$ cat config.mk
export PLATFORM = sky130hd
export DESIGN_NAME = hbd_out_fifo
export DESIGN_NICKNAME = d
export VERILOG_FILES = /design/src/rtl/hbd_pkg.sv /design/src/rtl/hbd_out_fifo.sv
export SDC_FILE = /design/constraint.sdc
export NUM_CORES = 1
export LEC_CHECK = 0
export ABC_AREA = 1
export BUFFER_PORTS_ARGS = -buffer_cell sky130_fd_sc_hd__buf_4
export CAP_MARGIN = 20
export CORE_UTILIZATION = 44
export DETAILED_ROUTE_END_ITERATION = 8
export PLACE_DENSITY = 0.68
export SETUP_SLACK_MARGIN = 0.3
export SLEW_MARGIN = 20
export SYNTH_ARGS = -nofsm -noshare
export SYNTH_HDL_FRONTEND = slang
export SYNTH_SLANG_ARGS = --single-unit
$ cat constraint.sdc
create_clock -name clk -period 1.2 [get_ports clk]
set_input_delay 0.06 -clock clk [delete_from_list [all_inputs] [get_ports clk]]
set_output_delay 0.06 -clock clk [all_outputs]
set_load 0.01 [all_outputs]
$ cat src/rtl/hbd_pkg.sv
`default_nettype none
package hbd_pkg;

	localparam int NODE_COUNT = 512;
	localparam int IDX_W = 9;
	localparam int CHAR_W = 8;

	// Indices are 9 bits wide, so entries above 511 can never be reached.
	localparam int RAM_DEPTH = (NODE_COUNT < (1 << IDX_W)) ? NODE_COUNT : (1 << IDX_W);
	localparam int RAM_AW = $clog2(RAM_DEPTH);

	localparam logic [1:0] OP_LOAD   = 2'd0;
	localparam logic [1:0] OP_DECODE = 2'd1;
	localparam logic [1:0] OP_END    = 2'd2;

	localparam logic [CHAR_W-1:0] CHAR_LEFT  = 8'h30;
	localparam logic [CHAR_W-1:0] CHAR_RIGHT = 8'h31;

	localparam int OUT_DEPTH = 3;
	localparam int LVL_W = $clog2(OUT_DEPTH + 1);
	localparam int PTR_W = $clog2(OUT_DEPTH);

	typedef struct packed {
		logic [IDX_W-1:0]  left;
		logic [IDX_W-1:0]  right;
		logic              leaf;
		logic [CHAR_W-1:0] letter;
	} node_rec_t;

	typedef struct packed {
		logic [1:0]        opcode;
		logic [IDX_W-1:0]  node_index;
		logic [IDX_W-1:0]  left_index;
		logic [IDX_W-1:0]  right_index;
		logic              is_leaf;
		logic [CHAR_W-1:0] leaf_letter;
		logic [CHAR_W-1:0] code_char;
	} in_item_t;

	typedef struct packed {
		logic [CHAR_W-1:0] symbol;
		logic              symbol_valid;
		logic              stream_end;
		logic              incomplete;
	} out_item_t;

	function automatic logic in_table(input logic [IDX_W-1:0] idx);
		return 32'(idx) < 32'(RAM_DEPTH);
	endfunction

endpackage
`default_nettype wire

$ cat src/rtl/hbd_out_fifo.sv
`default_nettype none
module hbd_out_fifo
	import hbd_pkg::*;
(
	input  wire logic             clk,
	input  wire logic             arst_n,
	input  wire logic             push,
	input  wire out_item_t        push_item,
	output logic      [LVL_W-1:0] level,
	output logic                  out_valid,
	output out_item_t             out_item,
	input  wire logic             out_ready
);

	out_item_t        mem_q [OUT_DEPTH];
	logic [PTR_W-1:0] wr_q;
	logic [PTR_W-1:0] rd_q;
	logic [LVL_W-1:0] cnt_q;
	logic             pop;

	function automatic logic [PTR_W-1:0] wrap_inc(input logic [PTR_W-1:0] p);
		return (p == PTR_W'(OUT_DEPTH - 1)) ? '0 : p + 1'b1;
	endfunction

	assign out_valid = (cnt_q != '0);
	assign out_item  = mem_q[rd_q];
	assign pop       = out_valid && out_ready;
	assign level     = cnt_q;

	always_ff @(posedge clk) begin
		if (push) begin
			mem_q[wr_q] <= push_item;
		end
	end

	always_ff @(posedge clk or negedge arst_n) begin
		if (!arst_n) begin
			wr_q  <= '0;
			rd_q  <= '0;
			cnt_q <= '0;
		end else begin
			if (push) begin
				wr_q <= wrap_inc(wr_q);
			end
			if (pop) begin
				rd_q <= wrap_inc(rd_q);
			end
			if (push && !pop) begin
				cnt_q <= cnt_q + 1'b1;
			end else if (pop && !push) begin
				cnt_q <= cnt_q - 1'b1;
			end
		end
	end

endmodule
`default_nettype wire

==> results by group, run 1 <==
Placement
  – Placed Instances: about 200
  – HPWL reported at the end of detailed placement: 1.79 mm
  – Placed standard-cell area: between 1500 and 2000 um^2
  – Final weighted congestion of routability-driven global placement: about 0.7
  – Post-Place Worst Slack: 12.3 ps
  – Port Buffer Count: 28

Power and ir drop
  – Power per unit of standard cell area: 2420 nW/um^2
  – Static leakage power: 0.00102 uW
  – Worst-case vdd ir drop: approximately 1.2 mV

Die
  – Floorplan die area: 3660 um^2
  – Die extent in y: 60.5 um
  – Number of core rows: 20
  – Die boundary width: 60.5 um
  – Starting utilization of the core area: between 40% and 50%
  – Placeable core area: 3150 um^2
  – # IOs: 29

Finish
  – Layout net count: 201
  – Antenna Diode Count: 0
  – Util after Layout: 76.9%
  – Share of layout cells above drive strength 1: 60.2%
  – Commonest non-fill, non-tap cells in the layout: 33 x sky130_fd_sc_hd__edfxtp_1, 24 x sky130_fd_sc_hd__buf_6, 22 x sky130_fd_sc_hd__buf_4, 21 x sky130_fd_sc_hd__nand2_2, 20 x sky130_fd_sc_hd__nand2_1
  – Number of cells in the finished layout apart from fillers: 230
  – Non-Filler Cell Area, Final: 2420 um^2
  – Area growth from synthesis to final layout: 61.0%
  – Most common library cell in the layout ignoring fill and taps: sky130_fd_sc_hd__edfxtp_1

STA
  – Slew of the pin with the lowest slew margin: 149 ps
  – RSZ-0062 raised after global routing: yes
  – Setup Skew: 10.1 ps
  – Total Neg Setup Slack: -2130 ps
  – Final worst-path setup slack: -206 ps
  – Shortest period the worst path allows: 1410 ps
  – Final Max Slew Viols: 0
  – Relative slew margins: 90.0%
  – Number of endpoints failing setup at the final stage: 11
  – Highest Clock Rate: around 710 MHz
  – Final hold viol count: 0
  – Portion of the clock cycle consumed by the worst path in the final layout: 117%

Critical path
  – Kind of start point of the critical path: register
  – RR Startpoint: level[1]$_DFFE_PN0P_
  – Worst setup EP type: output port
  – Kind of critical path: register to output port
  – Critical register-to-register path endpoint: level[1]$_DFFE_PN0P_
  – Number of cells on the worst reg-to-reg path: 9
  – Cell with the most instances on the worst path: sky130_fd_sc_hd__buf_6
  – Worst Path Max Fanout: 6
  – CP peak stage delay: between 400 and 500 ps
  – Data required time of the critical path: around 1100 ps
  – Chain of cells forming the critical path: nor2_4 -> buf_6 -> nand2_1 -> nand3_2 -> buf_6
  – Data arrival time of the worst path: between 1000 and 1500 ps
  – Register-to-Register Setup Slack: approximately 40 ps
  – Cell with the biggest individual delay on the critical path: sky130_fd_sc_hd__dfrtp_2

Yosys
  – Number of register bits inferred by synthesis: 39
  – Post-synth design cell area: between 1500 and 2000 um^2
  – Yosys top cell area share: 65.8%
  – Portion of the post-synthesis area used by sequential elements: 75.7%
  – Number of warnings printed during yosys synthesis: 0
  – Avg Cell Area, Syn: 12.7 um^2
  – Synth area leaders: sky130_fd_sc_hd__edfxtp_1 66%, sky130_fd_sc_hd__nand2_1 11%, sky130_fd_sc_hd__dfrtp_1 10%, sky130_fd_sc_hd__nand3_1 5.0%, sky130_fd_sc_hd__inv_1 2.0%
  – Number of nets in the synthesized netlist: around 140
  – Dominant cell type by area after synthesis: sky130_fd_sc_hd__edfxtp_1
  – Post-synth cell types: 15
  – Instance count of the mapped netlist: 119

Clocking
  – Number of clock sinks seen by CTS: 39
  – Maximum number of buffers from clock root to sink: 2
  – CTS tree: yes
  – Clock insertion delay at the later pin of the skew report: 340 ps
  – H-tree Lvls: 2
  – Root cell of the clock tree: sky130_fd_sc_hd__clkbuf_4
  – Clock transition at the registers of the reported paths: 110 ps
  – Number of buffers created by CTS: 5

Flow run
  – Count of max-cap constraint violations: 0

Drt
  – Detailed router's first-iteration violation count: 23
  – Remaining DRCs: 0
  – Via density per instance: 4.80
  – WL final: roughly 3.5 mm
  – Via Count: approximately 1100
  – Number of iterations in the first detailed-routing pass: 4
  – Antenna viol nets, final: 0
  – Post-DR wirelength/cell: approximately 15 um

Global route
  – Initial antenna violation count: 0
  – Vias in the first global route: 1216
  – Remaining global-route overflow: 0
  – Maximum number of pins on one net before global-route repair: 13
  – Wire length of the first global-routing pass: 5.36 mm
  – GRT Util Overall: 21.6%

Outcome
  – Violated checks: setup timing
  – Result of the run: finished with violations

Min path
  – HP Class: primary input to async pin
==> area by class of cell <==
| cell class | count | area [um^2] |
|---|---|---|
| sequential | 39 | 1140 |
| clock inverter | 3 | 38.8 |
| multi-input combinational | 68 | 510 |
| inverter | 9 | 48.8 |
| tap | 44 | 55.1 |
| timing repair inverter | 2 | 15.0 |
| fill | 192 | 728 |
| timing repair buffer | 60 | 576 |
| clock buffer | 5 | 37.5 |
==> synth_stat cells <==
master and count:
sky130_fd_sc_hd__buf_2 1, sky130_fd_sc_hd__buf_6 2, sky130_fd_sc_hd__dfrtp_1 6, sky130_fd_sc_hd__edfxtp_1 33, sky130_fd_sc_hd__ha_1 1, sky130_fd_sc_hd__inv_1 8, sky130_fd_sc_hd__inv_2 1, sky130_fd_sc_hd__nand2_1 44
sky130_fd_sc_hd__nand3_1 15, sky130_fd_sc_hd__nand3_2 1, sky130_fd_sc_hd__nand4_1 1, sky130_fd_sc_hd__nor2_1 1, sky130_fd_sc_hd__nor2_2 2, sky130_fd_sc_hd__o21ai_0 2, sky130_fd_sc_hd__xnor2_1 1
==> through the flow <==
step           hold WS (ps)  total power (uW)
6_report               70.0              5870
5_1_grt                53.0              6190
4_1_cts                34.1              5580
3_5_place_dp           -130              3900
3_3_place_gp           -130              3860
2_1_floorplan          -236              3020
==> state kept, by name, indices dropped and copies added, names as in the netlist <==
signal and flops:
mem_q 33, level 2, rd_q 2, wr_q 2
==> worst max path at each step <==
stage,start,to,cells after the start
4_1_cts,rd_q[1]$_DFFE_PN0P_,out_item[7],5
5_1_grt,rd_q[1]$_DFFE_PN0P_,out_item[2],5
2_1_floorplan,level[0]$_DFFE_PN0P_,level[1]$_DFFE_PN0P_,8
3_3_place_gp,wr_q[0]$_DFFE_PN0P_,mem_q[2][2]$_DFFE_PP_,3
6_report,rd_q[1]$_DFFE_PN0P_,out_item[10],5
3_5_place_dp,level[1]$_DFFE_PN0P_,level[1]$_DFFE_PN0P_,8
==> logic make-up after synthesis <==
group	count (synthesis)	share of synthesized area [%]
adder cells (fa/ha/maj)	1	0.830
buffers and inverters	12	4.07
AO/OA/AOI/OAI	2	0.664
XOR/XNOR	1	0.582
AND/OR/NAND/NOR	64	18.1
flip-flops	39	75.7
==> power breakdown <==
group	internal, uW	switching (uW)	total (uW)	leakage [uW]
registers	1780	167	1940	0.000376
clock network	429	422	851	0.0000426
logic	1550	1520	3080	0.000601
total	3760	2110	5870	0.00102
==> per-layer routing <==
metal,up-vias,track usage (%),part of all wire [%]
met2,27,40.2,55
met4,0,9.74,2.4
met1,527,23.2,39
met3,9,4.90,3.5
met5,-,0,0
li1,542,-,-
==> critical path: cells and delay by family (launching register included) <==
kind	cells	cell delay (ps)
buffers and inverters	2	250
flip-flops	1	470
AND/OR/NAND/NOR	3	290
==> timing repair <==
action / CTS / global route
hold buffers: 14 / 0
gates cloned: 2 / 0
hold endpoints to repair: 43 / 0
buffers inserted: 9 / 2
setup endpoints to repair: 51 / 53
resized for setup: 52 / 25
pin swaps: 20 / 12
Power figures use the tool's default switching activity.
==> inputs of run 2 (changes only) <==
--- a/config.mk
+++ b/config.mk
@@ -8,9 +8,9 @@
 export ABC_AREA = 1
 export BUFFER_PORTS_ARGS = -buffer_cell sky130_fd_sc_hd__buf_4
 export CAP_MARGIN = 20
-export CORE_UTILIZATION = 44
+export CORE_UTILIZATION = 51
 export DETAILED_ROUTE_END_ITERATION = 8
-export PLACE_DENSITY = 0.68
+export PLACE_DENSITY = 0.74
 export SETUP_SLACK_MARGIN = 0.3
 export SLEW_MARGIN = 20
 export SYNTH_ARGS = -nofsm -noshare
==> constraint.sdc (replaced) <==
create_clock -name clk -period 1.8 [get_ports clk]
set_input_delay 0.09 -clock clk [delete_from_list [all_inputs] [get_ports clk]]
set_output_delay 0.09 -clock clk [all_outputs]
set_load 0.01 [all_outputs]
==> run 2 against run 1 <==
The flow now finishes without violations. Non-clock buffer count decreased by 9. Clock power decreased by 34%. Register-to-register slack improved by 400 ps. Worst setup slack improved by 550 ps. Wire length decreased by 21%. Worst hold slack improved by 8.6 ps. First-iteration DRC count increased by 74%. Flip-flop and latch count unchanged. Critical endpoint is now out_item[3]. Largest cell class unchanged.
==> results by group, run 2 (synthesis gave the netlist of run 1 again) <==
Outcome
  – Result of the run: complete, no violations

Die
  – Placeable core area: 2780 um^2
  – # IOs: 29
  – Number of core rows: 19
  – Die boundary width: approximately 56 um
  – Starting utilization of the core area: 54.2%
  – Floorplan die area: 3180 um^2
  – Die extent in y: 56.4 um

Clocking
  – H-tree Lvls: 2
  – Number of buffers created by CTS: 5
  – Root cell of the clock tree: sky130_fd_sc_hd__clkbuf_4
  – Clock insertion delay at the later pin of the skew report: 350 ps
  – Clock transition at the registers of the reported paths: roughly 110 ps
  – Number of clock sinks seen by CTS: 39
  – CTS tree: yes
  – Maximum number of buffers from clock root to sink: 2

STA
  – Final hold viol count: 0
  – Portion of the clock cycle consumed by the worst path in the final layout: 81.0%
  – RSZ-0062 raised after global routing: yes
  – Shortest period the worst path allows: 1460 ps
  – Highest Clock Rate: 686 MHz
  – Number of endpoints failing setup at the final stage: 0
  – Setup Skew: about 5.3 ps
  – Worst-case hold slack: 78.6 ps
  – Slew of the pin with the lowest slew margin: 511 ps
  – Total Neg Setup Slack: 0 ps
  – Relative slew margins: 65.9%
  – Final worst-path setup slack: between 300 and 400 ps
  – Final Max Slew Viols: 0

Critical path
  – Kind of start point of the critical path: register
  – Data arrival time of the worst path: ~1400 ps
  – Cell with the biggest individual delay on the critical path: sky130_fd_sc_hd__dfrtp_2
  – Data required time of the critical path: between 1500 and 2000 ps
  – CP peak stage delay: 490 ps
  – RR Startpoint: level[1]$_DFFE_PN0P_
  – Worst setup EP type: output port
  – Worst Path Max Fanout: 10
  – Kind of critical path: register to output port
  – Number of cells on the worst reg-to-reg path: 8
  – Setup crit start: rd_q[1]$_DFFE_PN0P_
  – Chain of cells forming the critical path: nor2_4 -> buf_12 -> nand2_1 -> nand3_1 -> buf_4

Global route
  – Remaining global-route overflow: 0
  – GRT Util Overall: 19.2%
  – Maximum number of pins on one net before global-route repair: 13
  – Initial antenna violation count: 0
  – Wire length of the first global-routing pass: 4.44 mm
  – Vias in the first global route: 1026

Drt
  – Highest metal used: met4
  – Via Count: roughly 1000
  – WL final: ~2.8 mm
  – Post-DR wirelength/cell: about 13 um
  – Routed wl met3: between 100 and 150 um
  – Remaining DRCs: 0
  – Number of iterations in the first detailed-routing pass: 6
  – Detailed router's first-iteration violation count: 40
  – Antenna viol nets, final: 0
  – DR WL met2: 1.46 mm
  – Via density per instance: 4.99
  – Met1 Routed Length: 1.12 mm

Finish
  – Non-Filler Cell Area, Final: 2050 um^2
  – Antenna Diode Count: 0
  – Commonest non-fill, non-tap cells in the layout: 43 x sky130_fd_sc_hd__nand2_1, 34 x sky130_fd_sc_hd__buf_4, 33 x sky130_fd_sc_hd__edfxtp_1, 15 x sky130_fd_sc_hd__nand3_1, 14 x sky130_fd_sc_hd__dlygate4sd3_1
  – Area growth from synthesis to final layout: 35.9%
  – Largest register by flop count: mem_q
  – Share of layout cells above drive strength 1: between 20 and 30%
  – Max reg flops: 33
  – Most common library cell in the layout ignoring fill and taps: sky130_fd_sc_hd__nand2_1
  – Layout net count: between 150 and 200

Power and ir drop
  – Worst-case vdd ir drop: around 1.4 mV
  – Power, Total: ~3200 uW
  – Static leakage power: 0.000873 uW
  – Power per unit of standard cell area: between 1500 and 2000 nW/um^2

Placement
  – HPWL reported at the end of detailed placement: between 1.5 and 2 mm
  – Post-Place Worst Slack: 273 ps
  – Port Buffer Count: 28
  – Final weighted congestion of routability-driven global placement: 0.785
  – Placed standard-cell area: 1740 um^2

Min path
  – HP Class: primary input to async pin

Flow run
  – Count of max-cap constraint violations: 0
[run 2: cell types whose count changed in the layout (fill, tap and decap cells not counted), moves of 3 or more]
cell / delta
sky130_fd_sc_hd__nand2_1: +23
sky130_fd_sc_hd__nand3_2: -13
sky130_fd_sc_hd__buf_6: -22
sky130_fd_sc_hd__inv_6: -3
sky130_fd_sc_hd__buf_4: +12
sky130_fd_sc_hd__nand2_2: -20
sky130_fd_sc_hd__inv_4: -3
sky130_fd_sc_hd__nand3_1: +15
sky130_fd_sc_hd__nand2_4: -3
sky130_fd_sc_hd__inv_1: +8
sky130_fd_sc_hd__inv_2: -4
[run 2: worst paths after layout]
path | slack (ps) | endpoint
setup / recovery | 340 | out_item[3]
hold reg to reg | 540 | level[1]$_DFFE_PN0P_
hold / removal | 80 | rd_q[0]$_DFFE_PN0P_
setup reg to reg | 440 | level[1]$_DFFE_PN0P_
max in group asynchronous | 1600 | rd_q[1]$_DFFE_PN0P_
min in group clk | 480 | mem_q[2][3]$_DFFE_PP_
[run 2: cell type report]
type	instances	area, um^2
inverter	9	33.8
clock buffer	5	37.5
clock inverter	3	38.8
multi-input combinational	68	317
timing repair buffer	51	438
tap	31	38.8
sequential	39	1140
fill	187	734
[run 2: timing repair]
item	4_1_cts	5_1_grt
setup endpoints to repair	11	12
hold buffers	14	0
hold endpoints to repair	42	0
resized for setup	3	4
pin swaps	2	1
setup buffers	6	2
[run 2: metal layers]
| metal | GRT usage, % | vias to the layer above |
|---|---|---|
| met3 | 7.83 | 6 |
| met2 | 34.4 | 27 |
| met1 | 19.8 | 483 |
| met4 | 8.01 | 0 |
| met5 | 0 | - |
| li1 | - | 512 |
[run 2: critical path: cells and delay by family, from the launching register on]
family	cells	cell delay, ps
buffers and inverters	2	260
flip-flops	1	490
AND/OR/NAND/NOR	3	280
[run 2: power by group]
part | internal (uW) | switching [uW] | leakage (uW)
logic | 666 | 704 | 0.000454
clock network | 286 | 272 | 0.0000426
registers | 1180 | 92.7 | 0.000376
[run 2: metrics by stage]
stage               std cells  utilization [%]
CTS                       204             72.6
detailed placement        176             62.4
global route              206             73.6
global placement          176             62.4
floorplan                 119                -
finish                    206             73.6
==> inputs of run 3 (changes only) <==
--- a/config.mk
+++ b/config.mk
@@ -8,7 +8,7 @@
 export ABC_AREA = 1
 export BUFFER_PORTS_ARGS = -buffer_cell sky130_fd_sc_hd__buf_4
 export CAP_MARGIN = 20
-export CORE_UTILIZATION = 51
+export CORE_UTILIZATION = 48
 export DETAILED_ROUTE_END_ITERATION = 8
 export PLACE_DENSITY = 0.74
 export SETUP_SLACK_MARGIN = 0.3
==> constraint.sdc (replaced) <==
create_clock -name clk -period 1.3 [get_ports clk]
set_input_delay 0.065 -clock clk [delete_from_list [all_inputs] [get_ports clk]]
set_output_delay 0.065 -clock clk [all_outputs]
set_load 0.01 [all_outputs]
==> run 3 against run 2 <==
Critical path type unchanged. The flow now finishes with violations (DRC, setup timing). Clock-buffer cell count unchanged. Clock skew is 9.5 ps higher. Worst setup slack got worse by 500 ps. Worst hold slack lost 67 ps.
==> results by group, run 3 (synthesis gave the netlist of run 1 again) <==
Clocking
  – CTS tree: yes
  – Maximum number of buffers from clock root to sink: 2
  – Number of buffers created by CTS: 5
  – H-tree Lvls: 2
  – Root cell of the clock tree: sky130_fd_sc_hd__clkbuf_4
  – Clock transition at the registers of the reported paths: 110 ps
  – Number of clock sinks seen by CTS: 39
  – Clock insertion delay at the later pin of the skew report: 340 ps

Finish
  – Antenna Diode Count: 0
  – Max reg flops: 33
  – Count of filler cells inserted in the layout: 155
  – Commonest non-fill, non-tap cells in the layout: 34 x sky130_fd_sc_hd__nand2_1, 33 x sky130_fd_sc_hd__edfxtp_1, 26 x sky130_fd_sc_hd__buf_4, 22 x sky130_fd_sc_hd__buf_6, 12 x sky130_fd_sc_hd__dlygate4sd3_1
  – Share of layout cells above drive strength 1: 51.9%
  – Area growth from synthesis to final layout: 57.6%
  – Layout net count: 203
  – Largest register by flop count: mem_q
  – Most common library cell in the layout ignoring fill and taps: sky130_fd_sc_hd__nand2_1

STA
  – Setup Skew: 14.7 ps
  – Worst-case hold slack: 11.1 ps
  – Total Neg Setup Slack: -1410 ps
  – Final worst-path setup slack: -156 ps
  – Portion of the clock cycle consumed by the worst path in the final layout: 112%
  – Number of endpoints failing setup at the final stage: 11
  – RSZ-0062 raised after global routing: yes
  – Final hold viol count: 0
  – Relative slew margins: 87.8%
  – Slew of the pin with the lowest slew margin: ~180 ps
  – Final Max Slew Viols: 0
  – Highest Clock Rate: slightly below 700 MHz
  – Shortest period the worst path allows: around 1500 ps

Drt
  – Remaining DRCs: 1
  – Number of iterations in the first detailed-routing pass: 6
  – Detailed router's first-iteration violation count: 30
  – WL final: 3.92 mm
  – Post-DR wirelength/cell: 18.0 um
  – Antenna viol nets, final: 0
  – Via Count: 1152
  – Via density per instance: 5.28

Global route
  – Initial antenna violation count: 0
  – Wire length of the first global-routing pass: about 5.8 mm
  – GRT Util Overall: 24.9%
  – Vias in the first global route: 1244
  – Maximum number of pins on one net before global-route repair: 12
  – Remaining global-route overflow: 0

Critical path
  – Kind of start point of the critical path: register
  – Worst setup EP type: output port
  – Setup crit start: rd_q[1]$_DFFE_PN0P_
  – RR Startpoint: wr_q[0]$_DFFE_PN0P_
  – Kind of critical path: register to output port
  – Data arrival time of the worst path: ~1400 ps
  – Data required time of the critical path: approximately 1200 ps
  – Worst Path Max Fanout: 4

Power and ir drop
  – Worst-case vdd ir drop: 1.47 mV
  – Register share of total power: 33.7%
  – Comb power frac: 55.7%
  – Part of the power in the clock network: between 10% and 20%
  – Net switching component of the power: 1980 uW
  – Static leakage power: approximately 0.0010 uW
  – Power per unit of standard cell area: 2240 nW/um^2
  – Internal Dissipation: about 3300 uW
  – Sw frac: 37.3%

Die
  – Starting utilization of the core area: a little over half
  – Die boundary width: 58.0 um
  – # IOs: 29
  – Number of core rows: 19
  – Floorplan die area: 3370 um^2
  – Placeable core area: 2850 um^2
  – Die extent in y: 58.0 um

Placement
  – HPWL reported at the end of detailed placement: 1.93 mm
  – Port Buffer Count: 28
  – Final weighted congestion of routability-driven global placement: 0.733

Min path
  – HP Class: primary input to register
  – Startpoint of the lowest-slack hold path: push

Outcome
  – Violated checks: DRC, setup timing
  – Result of the run: finished with violations

Flow run
  – Count of max-cap constraint violations: 0
-- run 3: cell types whose count changed in the layout (fill, tap and decap cells not counted), moves of 3 or more --
cell                      delta
sky130_fd_sc_hd__nand2_4     +4
sky130_fd_sc_hd__nand3_1    -13
sky130_fd_sc_hd__buf_4       -8
sky130_fd_sc_hd__inv_2       +4
sky130_fd_sc_hd__nand2_1     -9
sky130_fd_sc_hd__inv_1       -7
sky130_fd_sc_hd__nand2_2     +5
sky130_fd_sc_hd__nand3_2    +10
sky130_fd_sc_hd__nand3_4     +3
sky130_fd_sc_hd__buf_6      +20
-- run 3: cell type report --
cell class / instances / area, um^2 / area share (%)
Clock inverter: 2 / 8.76 / 0.369
Timing Repair Buffer: 62 / 608 / 25.6
Clock buffer: 5 / 37.5 / 1.58
Timing Repair inverter: 2 / 15.0 / 0.632
Multi-Input combinational cell: 68 / 478 / 20.1
Sequential cell: 39 / 1140 / 48.1
Tap cell: 31 / 38.8 / 1.63
Inverter: 9 / 46.3 / 1.95
-- run 3: metrics by stage --
stage	std cells	utilization [%]	power, uW	area, um^2	setup slack (ps)
floorplan	119	-	2770	1540	112
global route	218	83.2	5570	2370	-222
detailed placement	182	64.2	3600	1830	98.7
global placement	182	64.2	3550	1830	149
CTS	216	78.8	4850	2250	-132
finish	218	83.2	5310	2370	-156
-- run 3: what timing repair did --
item	CTS	global route
hold buffers	12	0
pin swaps	4	6
setup endpoints to repair	48	53
resized for setup	33	31
buffers inserted	10	2
hold endpoints to repair	39	0
gates cloned	5	0
-- run 3: final timing paths --
| kind | slack (ps) | depth (start not counted) | end |
|---|---|---|---|
| worst max-delay path | -160 | 5 | out_item[3] |
| min in group asynchronous | 80 | 2 | level[1]$_DFFE_PN0P_ |
| worst min register to register | 630 | 3 | level[1]$_DFFE_PN0P_ |
| worst min-delay path | 10 | 2 | wr_q[1]$_DFFE_PN0P_ |
| worst max register to register | 80 | 4 | mem_q[1][2]$_DFFE_PP_ |
| max in group asynchronous | 1090 | 2 | rd_q[1]$_DFFE_PN0P_ |
-- run 3: routing by layer --
layer	part of all wire, %	GRT usage [%]	vias to the layer above
met5	0	0	-
met4	2.8	11.9	0
li1	-	-	541
met1	39	26.9	560
met3	4.8	5.80	12
met2	54	45.6	39
-- run 3: critical path, cell delays in order (launching register included) --
cell and delay, ps:
sky130_fd_sc_hd__dfrtp_2 470, sky130_fd_sc_hd__nor2_4 170, sky130_fd_sc_hd__buf_6 150, sky130_fd_sc_hd__nand2_1 70, sky130_fd_sc_hd__nand3_2 70, sky130_fd_sc_hd__buf_4 120
-- run 3: power groups by stage --
stage	sequential [uW]	clock [uW]	combinational, uW
finish	1790	565	2960
global route	1810	612	3140
CTS	1760	569	2510
detailed placement	1780	0	1820
global placement	1770	0	1780
floorplan	1770	0	992
